$ cat src/rtl/core/asm_operand_token_classifier_assert.svh
// Assertion macros for the operand token classifier.
`ifndef ASM_OPERAND_TOKEN_CLASSIFIER_ASSERT_SVH
`define ASM_OPERAND_TOKEN_CLASSIFIER_ASSERT_SVH

`ifndef NO_ASSERTIONS

`define AOTC_ASSERT_SAME(lbl, clk, rst, ante, cons) \
   lbl: assert property (@(posedge clk) disable iff (rst) (ante) |-> (cons)) \
      else $error("aotc same-cycle check failed");

`define AOTC_ASSERT_NEXT(lbl, clk, rst, ante, cons) \
   lbl: assert property (@(posedge clk) disable iff (rst) (ante) |=> (cons)) \
      else $error("aotc next-cycle check failed");

`else

`define AOTC_ASSERT_SAME(lbl, clk, rst, ante, cons)

`define AOTC_ASSERT_NEXT(lbl, clk, rst, ante, cons)

`endif

`endif

$ cat src/rtl/core/aotc_pkg.sv
package aotc_pkg;

   localparam int AddressBitsDefault = 24;

   typedef enum logic [2:0] {
      CAT_REG        = 3'd0,
      CAT_DEC        = 3'd1,
      CAT_HEX        = 3'd2,
      CAT_ADDR       = 3'd3,
      CAT_TRIPLE     = 3'd4,
      CAT_STRING     = 3'd5,
      CAT_BYTE_SEL   = 3'd6,
      CAT_LABEL      = 3'd7
   } category_type;

   typedef enum logic [3:0] {
      ERR_NONE         = 4'd0,
      ERR_BAD_REG      = 4'd1,
      ERR_DEC_HIGH     = 4'd2,
      ERR_HEX_HIGH     = 4'd3,
      ERR_BAD_HEX      = 4'd4,
      ERR_ADDR_HIGH    = 4'd5,
      ERR_BAD_ADDR     = 4'd6,
      ERR_NO_BRACKET   = 4'd7,
      ERR_TRIPLE_FEW   = 4'd8,
      ERR_TRIPLE_MANY  = 4'd9,
      ERR_TRIPLE_REG   = 4'd10,
      ERR_NO_QUOTE     = 4'd11,
      ERR_BAD_BYTE_SEL = 4'd12
   } error_type;

   typedef enum logic [1:0] {
      BSEL_MSB = 2'd0,
      BSEL_MB  = 2'd1,
      BSEL_LSB = 2'd2
   } byte_sel_type;

   typedef struct packed {
      logic [7:0] char_in;
      logic       last;
   } req_payload_type;

   typedef struct packed {
      logic [2:0]  category;
      logic [3:0]  error_code;
      logic [23:0] value;
      logic [2:0]  reg_first;
      logic [2:0]  reg_second;
      logic [2:0]  reg_third;
      logic [1:0]  byte_select;
   } rsp_payload_type;

   // Token state as it stands after the current character is folded in.
   typedef struct packed {
      logic [2:0]      count;
      logic [3:0][7:0] head;
      logic            all_digits;
      logic            dec_over;
      logic [7:0]      dec_val;
      logic            short_over;
      logic [7:0]      short_val;
      logic            long_over;
      logic [23:0]     long_val;
      logic [1:0]      hex_flags;
      logic [2:0]      dot_state;
      logic [2:0][7:0] suffix;
   } scan_view_type;

   // Register letter to code; bit 3 set marks a character that is no register.
   function automatic logic [3:0] reg_code(input logic [7:0] c);
      logic [3:0] r;
      case (c)
         "a":     r = 4'd0;
         "b":     r = 4'd1;
         "c":     r = 4'd2;
         "d":     r = 4'd3;
         "i":     r = 4'd4;
         "j":     r = 4'd5;
         "x":     r = 4'd6;
         "y":     r = 4'd7;
         default: r = 4'd8;
      endcase
      return r;
   endfunction

   // Hex digit value; bit 4 set when the character is a hex digit.
   function automatic logic [4:0] hex_val(input logic [7:0] c);
      logic [4:0] h;
      if (c inside {["0":"9"]}) begin
         h = {1'b1, c[3:0]};
      end else if (c inside {["a":"f"], ["A":"F"]}) begin
         h = {1'b1, c[3:0] + 4'd9};
      end else begin
         h = 5'd0;
      end
      return h;
   endfunction

endpackage

$ cat src/rtl/core/asm_operand_token_classifier.sv
// A token's last character waits in the input register until the result register is free;
// its result is then registered in the result register, from which it transfers on rsp.
// Throughput: one character per cycle, but a last character holds on a stalled result.
// The rate is set by the per-character accumulate path in the scan stage.
// Reset (synchronous, active high) empties both pipeline registers and
// returns the token state to an empty token; no clearing pass is needed.
`include "asm_operand_token_classifier_assert.svh"

module asm_operand_token_classifier #(
   parameter int ADDRESS_BITS = aotc_pkg::AddressBitsDefault
) (
   input  logic                      clock,
   input  logic                      reset,
   input  logic                      req_valid,
   output logic                      req_stall,
   input  aotc_pkg::req_payload_type req_data,
   output logic                      rsp_valid,
   input  logic                      rsp_stall,
   output aotc_pkg::rsp_payload_type rsp_data
);
   import aotc_pkg::*;

   // input register
   logic            s1_valid_ff, s1_valid_in;
   logic [7:0]      s1_char_ff;
   logic            s1_last_ff;

   // result register
   logic            rsp_valid_ff, rsp_valid_in;
   rsp_payload_type rsp_data_ff, rsp_data_in;

   logic            out_free;
   logic            advance;
   logic            req_take;
   logic            emit;
   logic            rsp_err;
   scan_view_type   view;
   logic [3:0]      r_single, r_a, r_b, r_c;
   logic [2:0]      sel_len;
   logic [7:0]      c;

   // A finished result can wait on rsp while the next characters stream in;
   // only a last character with a full, stalled result register has to hold.
   assign out_free  = !rsp_valid_ff || !rsp_stall;
   assign advance   = s1_valid_ff && (!s1_last_ff || out_free);
   assign emit      = advance && s1_last_ff;
   assign req_stall = s1_valid_ff && !advance;
   assign req_take  = req_valid && !req_stall;

   aotc_scan #(
      .ADDRESS_BITS(ADDRESS_BITS)
   ) u_scan (
      .clock   (clock),
      .reset   (reset),
      .step    (advance),
      .clear   (s1_last_ff),
      .char_in (s1_char_ff),
      .view    (view)
   );

   // Classify the token from its state including the closing character.
   // Rules are tried in priority order; the first match wins.
   always_comb begin
      c        = s1_char_ff;
      r_single = reg_code(c);
      r_a      = reg_code(view.head[1]);
      r_b      = reg_code(view.head[2]);
      r_c      = reg_code(view.head[3]);
      sel_len  = view.dot_state - 3'd1;

      rsp_data_in             = '0;
      rsp_data_in.category    = CAT_LABEL;
      rsp_data_in.error_code  = ERR_NONE;

      if (view.count == 3'd1) begin
         rsp_data_in.category = CAT_REG;
         if (r_single[3]) begin
            rsp_data_in.error_code = ERR_BAD_REG;
         end else begin
            rsp_data_in.reg_first = r_single[2:0];
         end
      end else if (view.all_digits) begin
         rsp_data_in.category = CAT_DEC;
         if (view.dec_over) begin
            rsp_data_in.error_code = ERR_DEC_HIGH;
         end else begin
            rsp_data_in.value = {16'd0, view.dec_val};
         end
      end else if (view.head[0] == "0" && view.head[1] == "x") begin
         rsp_data_in.category = CAT_HEX;
         if (!view.hex_flags[0]) begin
            rsp_data_in.error_code = ERR_BAD_HEX;
         end else if (view.short_over) begin
            rsp_data_in.error_code = ERR_HEX_HIGH;
         end else begin
            rsp_data_in.value = {16'd0, view.short_val};
         end
      end else if (view.count >= 3'd3 && view.head[0] == "$" && view.head[1] == "0"
                   && view.head[2] == "x") begin
         rsp_data_in.category = CAT_ADDR;
         // a bare "$0x" has no digits and counts as a bad address
         if (view.count == 3'd3 || !view.hex_flags[1]) begin
            rsp_data_in.error_code = ERR_BAD_ADDR;
         end else if (view.long_over) begin
            rsp_data_in.error_code = ERR_ADDR_HIGH;
         end else begin
            rsp_data_in.value = view.long_val;
         end
      end else if (view.head[0] == "[") begin
         rsp_data_in.category = CAT_TRIPLE;
         if (c != "]") begin
            rsp_data_in.error_code = ERR_NO_BRACKET;
         end else if (view.count < 3'd5) begin
            rsp_data_in.error_code = ERR_TRIPLE_FEW;
         end else if (view.count > 3'd5) begin
            rsp_data_in.error_code = ERR_TRIPLE_MANY;
         end else if (r_a[3] || r_b[3] || r_c[3]) begin
            rsp_data_in.error_code = ERR_TRIPLE_REG;
         end else begin
            rsp_data_in.reg_first  = r_a[2:0];
            rsp_data_in.reg_second = r_b[2:0];
            rsp_data_in.reg_third  = r_c[2:0];
         end
      end else if (view.head[0] == "\"") begin
         rsp_data_in.category = CAT_STRING;
         if (c != "\"") begin
            rsp_data_in.error_code = ERR_NO_QUOTE;
         end
      end else if (view.dot_state != 3'd0) begin
         rsp_data_in.category = CAT_BYTE_SEL;
         if (sel_len == 3'd3 && view.suffix[0] == "m" && view.suffix[1] == "s"
             && view.suffix[2] == "b") begin
            rsp_data_in.byte_select = BSEL_MSB;
         end else if (sel_len == 3'd2 && view.suffix[0] == "m"
                      && view.suffix[1] == "b") begin
            rsp_data_in.byte_select = BSEL_MB;
         end else if (sel_len == 3'd3 && view.suffix[0] == "l" && view.suffix[1] == "s"
                      && view.suffix[2] == "b") begin
            rsp_data_in.byte_select = BSEL_LSB;
         end else begin
            rsp_data_in.error_code = ERR_BAD_BYTE_SEL;
         end
      end
   end

   // Advance the input register: load on transfer, drop once consumed.
   always_comb begin
      s1_valid_in = s1_valid_ff;
      if (req_take) begin
         s1_valid_in = 1'b1;
      end else if (advance) begin
         s1_valid_in = 1'b0;
      end
   end

   // Hold the result until it transfers; a new one may land the same cycle.
   always_comb begin
      rsp_valid_in = rsp_valid_ff;
      if (emit) begin
         rsp_valid_in = 1'b1;
      end else if (!rsp_stall) begin
         rsp_valid_in = 1'b0;
      end
   end

   always_ff @(posedge clock) begin
      if (reset) begin
         s1_valid_ff  <= 1'b0;
         rsp_valid_ff <= 1'b0;
      end else begin
         s1_valid_ff  <= s1_valid_in;
         rsp_valid_ff <= rsp_valid_in;
      end
   end

   always_ff @(posedge clock) begin
      if (req_take) begin
         s1_char_ff <= req_data.char_in;
         s1_last_ff <= req_data.last;
      end
      if (emit) begin
         rsp_data_ff <= rsp_data_in;
      end
   end

   assign rsp_valid = rsp_valid_ff;
   assign rsp_data  = rsp_data_ff;

   assign rsp_err = rsp_valid_ff && (rsp_data_ff.error_code != ERR_NONE);

   `AOTC_ASSERT_NEXT(a_emit_shows, clock, reset, emit, rsp_valid_ff)
   `AOTC_ASSERT_SAME(a_no_overwrite, clock, reset, rsp_valid_ff && rsp_stall, !emit)
   `AOTC_ASSERT_SAME(a_stall_needs_item, clock, reset, req_stall, s1_valid_ff && s1_last_ff)
   `AOTC_ASSERT_SAME(a_error_no_value, clock, reset, rsp_err, rsp_data_ff.value == 24'd0)

endmodule

$ cat src/rtl/core/aotc_scan.sv
module aotc_scan #(
   parameter int ADDRESS_BITS = aotc_pkg::AddressBitsDefault
) (
   input  logic                    clock,
   input  logic                    reset,
   input  logic                    step,
   input  logic                    clear,
   input  logic [7:0]              char_in,
   output aotc_pkg::scan_view_type view
);
   import aotc_pkg::*;

   localparam int LongW = ADDRESS_BITS + 1;
   localparam logic [LongW+3:0] LongSat = (LongW + 4)'(1) << ADDRESS_BITS;

   logic [2:0]       count_ff, count_in;
   logic [3:0][7:0]  head_ff, head_in;
   logic             all_digits_ff, all_digits_in;
   logic [8:0]       dec_ff, dec_in;
   logic [8:0]       short_ff, short_in;
   logic [LongW-1:0] long_ff, long_in;
   logic [1:0]       flags_ff, flags_in;
   logic [2:0]       dot_ff, dot_in;
   logic [2:0][7:0]  suffix_ff, suffix_in;

   logic             is_digit;
   logic [4:0]       hv;
   logic [11:0]      dec_sum;
   logic [12:0]      short_sum;
   logic [LongW+3:0] long_sum;
   logic [2:0]       k;
   logic [LongW+23:0] long_wide;

   always_comb begin
      is_digit  = char_in inside {["0":"9"]};
      hv        = hex_val(char_in);
      dec_sum   = {dec_ff, 3'b000} + {2'b00, dec_ff, 1'b0} + {8'd0, char_in[3:0]};
      short_sum = {short_ff, 4'b0000} + {9'd0, hv[3:0]};
      long_sum  = {long_ff, 4'b0000} + (LongW + 4)'(hv[3:0]);
      k         = dot_ff - 3'd1;

      count_in      = (count_ff == 3'd7) ? count_ff : count_ff + 3'd1;
      head_in       = head_ff;
      all_digits_in = all_digits_ff & is_digit;
      dec_in        = dec_ff;
      short_in      = short_ff;
      long_in       = long_ff;
      flags_in      = flags_ff;
      dot_in        = dot_ff;
      suffix_in     = suffix_ff;

      if (!count_ff[2]) begin
         head_in[count_ff[1:0]] = char_in;
      end
      if (is_digit) begin
         dec_in = (dec_sum > 12'd256) ? 9'd256 : dec_sum[8:0];
      end
      // hex value tail starts after "0x"
      if (count_ff >= 3'd2) begin
         if (!hv[4]) begin
            flags_in[0] = 1'b0;
         end else begin
            short_in = (short_sum > 13'd256) ? 9'd256 : short_sum[8:0];
         end
      end
      // address tail starts after "$0x"
      if (count_ff >= 3'd3) begin
         if (!hv[4]) begin
            flags_in[1] = 1'b0;
         end else begin
            long_in = (long_sum > LongSat) ? LongSat[LongW-1:0] : long_sum[LongW-1:0];
         end
      end
      if (dot_ff == 3'd0) begin
         if (char_in == ".") begin
            dot_in = 3'd1;
         end
      end else begin
         if (k < 3'd3) begin
            suffix_in[k[1:0]] = char_in;
         end
         if (dot_ff < 3'd5) begin
            dot_in = dot_ff + 3'd1;
         end
      end
   end

   always_comb begin
      long_wide       = {24'd0, long_in};
      view.count      = count_in;
      view.head       = head_in;
      view.all_digits = all_digits_in;
      view.dec_over   = dec_in[8];
      view.dec_val    = dec_in[7:0];
      view.short_over = short_in[8];
      view.short_val  = short_in[7:0];
      view.long_over  = long_in[ADDRESS_BITS];
      view.long_val   = long_wide[23:0];
      view.hex_flags  = flags_in;
      view.dot_state  = dot_in;
      view.suffix     = suffix_in;
   end

   always_ff @(posedge clock) begin
      if (reset || (step && clear)) begin
         count_ff      <= '0;
         head_ff       <= '0;
         all_digits_ff <= 1'b1;
         dec_ff        <= '0;
         short_ff      <= '0;
         long_ff       <= '0;
         flags_ff      <= 2'b11;
         dot_ff        <= '0;
         suffix_ff     <= '0;
      end else if (step) begin
         count_ff      <= count_in;
         head_ff       <= head_in;
         all_digits_ff <= all_digits_in;
         dec_ff        <= dec_in;
         short_ff      <= short_in;
         long_ff       <= long_in;
         flags_ff      <= flags_in;
         dot_ff        <= dot_in;
         suffix_ff     <= suffix_in;
      end
   end

endmodule
$ cat config.mk
export PLATFORM = sky130hd
export DESIGN_NAME = asm_operand_token_classifier
export DESIGN_NICKNAME = d
export VERILOG_FILES = /design/src/rtl/core/aotc_pkg.sv /design/src/rtl/core/asm_operand_token_classifier.sv /design/src/rtl/core/aotc_scan.sv
export VERILOG_INCLUDE_DIRS = /design/src /design/src/rtl/core
export SDC_FILE = /design/constraint.sdc
export NUM_CORES = 1
export LEC_CHECK = 0
export ABC_AREA = 1
export BUFFER_PORTS_ARGS = -buffer_cell sky130_fd_sc_hd__buf_2
export CAP_MARGIN = 20
export CORE_MARGIN = 2
export CORE_UTILIZATION = 50
export CTS_CLUSTER_DIAMETER = 30
export CTS_CLUSTER_SIZE = 25
export DETAILED_ROUTE_END_ITERATION = 7
export HOLD_SLACK_MARGIN = 0.12
export PLACE_DENSITY = 0.7
export SYNTH_ARGS = -nofsm -noshare
export SYNTH_HDL_FRONTEND = slang
export SYNTH_SLANG_ARGS = --single-unit
$ cat constraint.sdc
create_clock -name clock -period 2.86 [get_ports clock]
set_input_delay 0.143 -clock clock [delete_from_list [all_inputs] [get_ports clock]]
set_output_delay 0.143 -clock clock [all_outputs]
set_load 0.02 [all_outputs]
==> out/metrics.cfg <==
[final_layout]
antennaDiodeCount=0
final_util=0.612
area_delta_synth_final_pct=19.8
layout_common_cells=nand2_1, inv_1, nor2_1
layout_commonest_cell=nand2_1
nFillCells=1705
stdcell_count=1742
nNetsFinal=1542
final_cell_area_um2=11500
drive_gt1_frac=0.181

[synthesis]
synthesis.nets=1434
synthFlopType=dfxtp_1
synth_warnings=0
ys_ff_latch=161
synth_area_um2=9590
post_synth.cell_area_avg_um2=6.92
seq_area_frac_synth=0.389
synth_enable_flop_cells=51
synthCells=1387
yosysUniqueCellTypes=47
async_flop_share=0

[power_and_ir_drop]
peakVddDrop_v=0.000438
p_comb_frac=0.149
seqPwrFrac=0.439
switching_share=0.290
power.total_mw=5.69
p_sw_mw=1.65
p_clk_frac=0.412
power_density_nw_per_um2=495
p_leak_nw=5.19
power.internal_mw=4.04

[detailed_routing]
first_pass_iters=6
dr.first_iter.drc_count=777
route.detailed.drc=0
ant_nets=0
via_count=9337
totalWireLength_um=26100
wl_per_cell_um=15.0
viasPerCell=5.36

[timing]
fmax_mhz=333
tns_ns=-0.599
skew_ns=0.0115
post-route-period-util=1.05
hold_viol_final=0
drv_slew=0
rsz0062_at_grt=yes
setup_viol=11
relSlewSlack=0.529
tightest_slew_ns=0.706
worst_slack_ns=-0.139
min_period_ns=3.00
holdWs_ns=0.266

[critical_path]
regToRegSetupSlack_ns=-0.14
slowest_delay_ns=0.41
worstPathRequired_ns=3.22
startpoint_type=flop
crit_path_end_kind=flop
path_class=reg2reg
worstPathBufferInverterCount=1
crit_family=simple AND/OR/NAND/NOR gates
path_cells=ha_1 > ha_2 > fa_2 > xor2_1 > nor2_1 > nand2_1 > nor3_2 > nand4_1 > nand2_1 > nand4_1 > nor2_2 > buf_4 > nand3_1 > a21oi_1
worstPathArrival_ns=3.36
cp_slowest_cell=fa_2
crit_fanout=5

[status]
violations=negative setup slack
status=finished, violations left

[floorplanning]
initial_core_util=0.511
die_area_um2=20300
num_rows=50
die_w_um=143
die_h_um=143
io_pins=57
coreArea_um2=18800

[clock_tree]
clock_path_buffers=2
insertion_delay_ns=0.44
numClockSinks=161
cts_tree=done
clk_pin_slew_ns=0.07
cts-root-buf=clkbuf_16
numCtsBuffers=17
htreeDepth=4

[placement]
dp.cells=1680
gp_congestion=0.970
port_buffers=56
dp.final_hpwl_um=17700
place_area_um2=10400
post-place-ws_ns=-0.131

[grt]
grtUsageTotal=0.259
grt_max_degree=64
grt.overflow.total=0
grt_pass1_vias=8393
grt_pass1_wl_um=41700
antenna_found_initial=0

[worst_hold_path]
hp-class=in2reg

[flow_run]
max-cap-violations=0

==> kinds of logic after synthesis <==
family | Yosys count | synth area share
buffers and inverters | 258 | 0.106
and+or+nand+nor | 645 | 0.292
xor gates and xnor gates | 8 | 0.00730
muxes | 1 | 0.00104
DFF | 161 | 0.389
AOI/OAI and AO/OA | 280 | 0.159
adders and majority gates | 34 | 0.0459
==> final timing paths <==
check,startpoint,to,cells past startpoint
max,c[2],u_scan.dec_ff[6],14
min,req_valid,s1_last_ff,4
max reg2reg,c[2],u_scan.dec_ff[6],14
min reg2reg,u_scan.head_ff[14],u_scan.head_ff[14],2
==> cell usage after synthesis (2+ instances only) <==
library cell / instances / share of area
inv_2: 8 / 0.0031
clkinv_1: 3 / 0.0012
nor4_1: 10 / 0.0065
nand3_1: 78 / 0.041
a21oi_1: 111 / 0.058
nor2_4: 3 / 0.0035
nand2_1: 327 / 0.13
or2_2: 2 / 0.0013
nand4_1: 19 / 0.012
nand2_2: 7 / 0.0046
o21ai_0: 115 / 0.060
o211ai_1: 15 / 0.012
nor2_2: 18 / 0.012
fa_1: 2 / 0.0042
o21ai_2: 9 / 0.0082
and2_1: 2 / 0.0013
clkbuf_1: 40 / 0.016
o31ai_1: 3 / 0.0023
ha_1: 32 / 0.042
a31oi_1: 2 / 0.0013
nand2_4: 4 / 0.0047
nor3_1: 16 / 0.0083
edfxtp_1: 51 / 0.16
o21a_1: 4 / 0.0031
buf_2: 3 / 0.0016
inv_1: 195 / 0.076
dfxtp_1: 110 / 0.23
buf_6: 4 / 0.0047
o21ai_1: 14 / 0.0073
nor3_2: 3 / 0.0031
xor2_1: 4 / 0.0037
nor2_1: 152 / 0.059
buf_4: 4 / 0.0031
xnor2_1: 4 / 0.0037
==> worst register-to-register path, cell delays in order (launching register included) <==
cell and delay, ns:
edfxtp_1 0.40, ha_1 0.32, ha_2 0.22, fa_2 0.41, xor2_1 0.18, nor2_1 0.09, nand2_1 0.07, nor3_2 0.12
nand4_1 0.09, nand2_1 0.07, nand4_1 0.26, nor2_2 0.25, buf_4 0.17, nand3_1 0.10, a21oi_1 0.19
==> sequential cells by signal, summed over array words and instances (netlist names), 2 cells and up <==
signal	flops
rsp_data	42
u_scan.head_ff	32
u_scan.long_ff	25
u_scan.suffix_ff	24
u_scan.dec_ff	9
u_scan.short_ff	9
c	8
u_scan.count_ff	3
u_scan.dot_ff	3
u_scan.flags_ff	2
==> power by group through the flow <==
| stage | combinational [mW] | sequential (mW) | clock, mW |
|---|---|---|---|
| after floorplan | 0.504 | 2.56 | 0 |
| after global placement | 0.749 | 2.55 | 0 |
| after detailed placement | 0.760 | 2.55 | 0 |
| after CTS | 0.782 | 2.50 | 2.37 |
| after global routing | 0.938 | 2.51 | 2.47 |
| final | 0.846 | 2.50 | 2.35 |
==> per-layer routing <==
| layer | vias to the layer above | routed length [um] | GRT usage |
|---|---|---|---|
| met5 | - | 0 | 0 |
| met4 | 0 | 466 | 0.0662 |
| met3 | 43 | 1640 | 0.0498 |
| met2 | 307 | 12300 | 0.423 |
| met1 | 4258 | 11700 | 0.353 |
| li1 | 4729 | - | - |
==> timing repair <==
action                                  in CTS  in global routing
pin swaps                                    1                 20
endpoints found under the hold margin       11                  0
gates cloned                                 0                  4
hold buffers                                12                  0
gates resized for setup                      8                 76
endpoints found under the setup margin      17                 51
buffers inserted                             0                 14
==> layout make-up <==
cell class	count	area (um2)	area share
Multi-Input combinational cell	971	5120	0.446
Sequential cell	161	3740	0.325
Timing Repair Buffer	137	955	0.0831
Inverter	207	782	0.0680
Clock buffer	17	425	0.0370
Tap cell	234	293	0.0255
Clock inverter	15	180	0.0157
(Power assumes the default switching activity.)
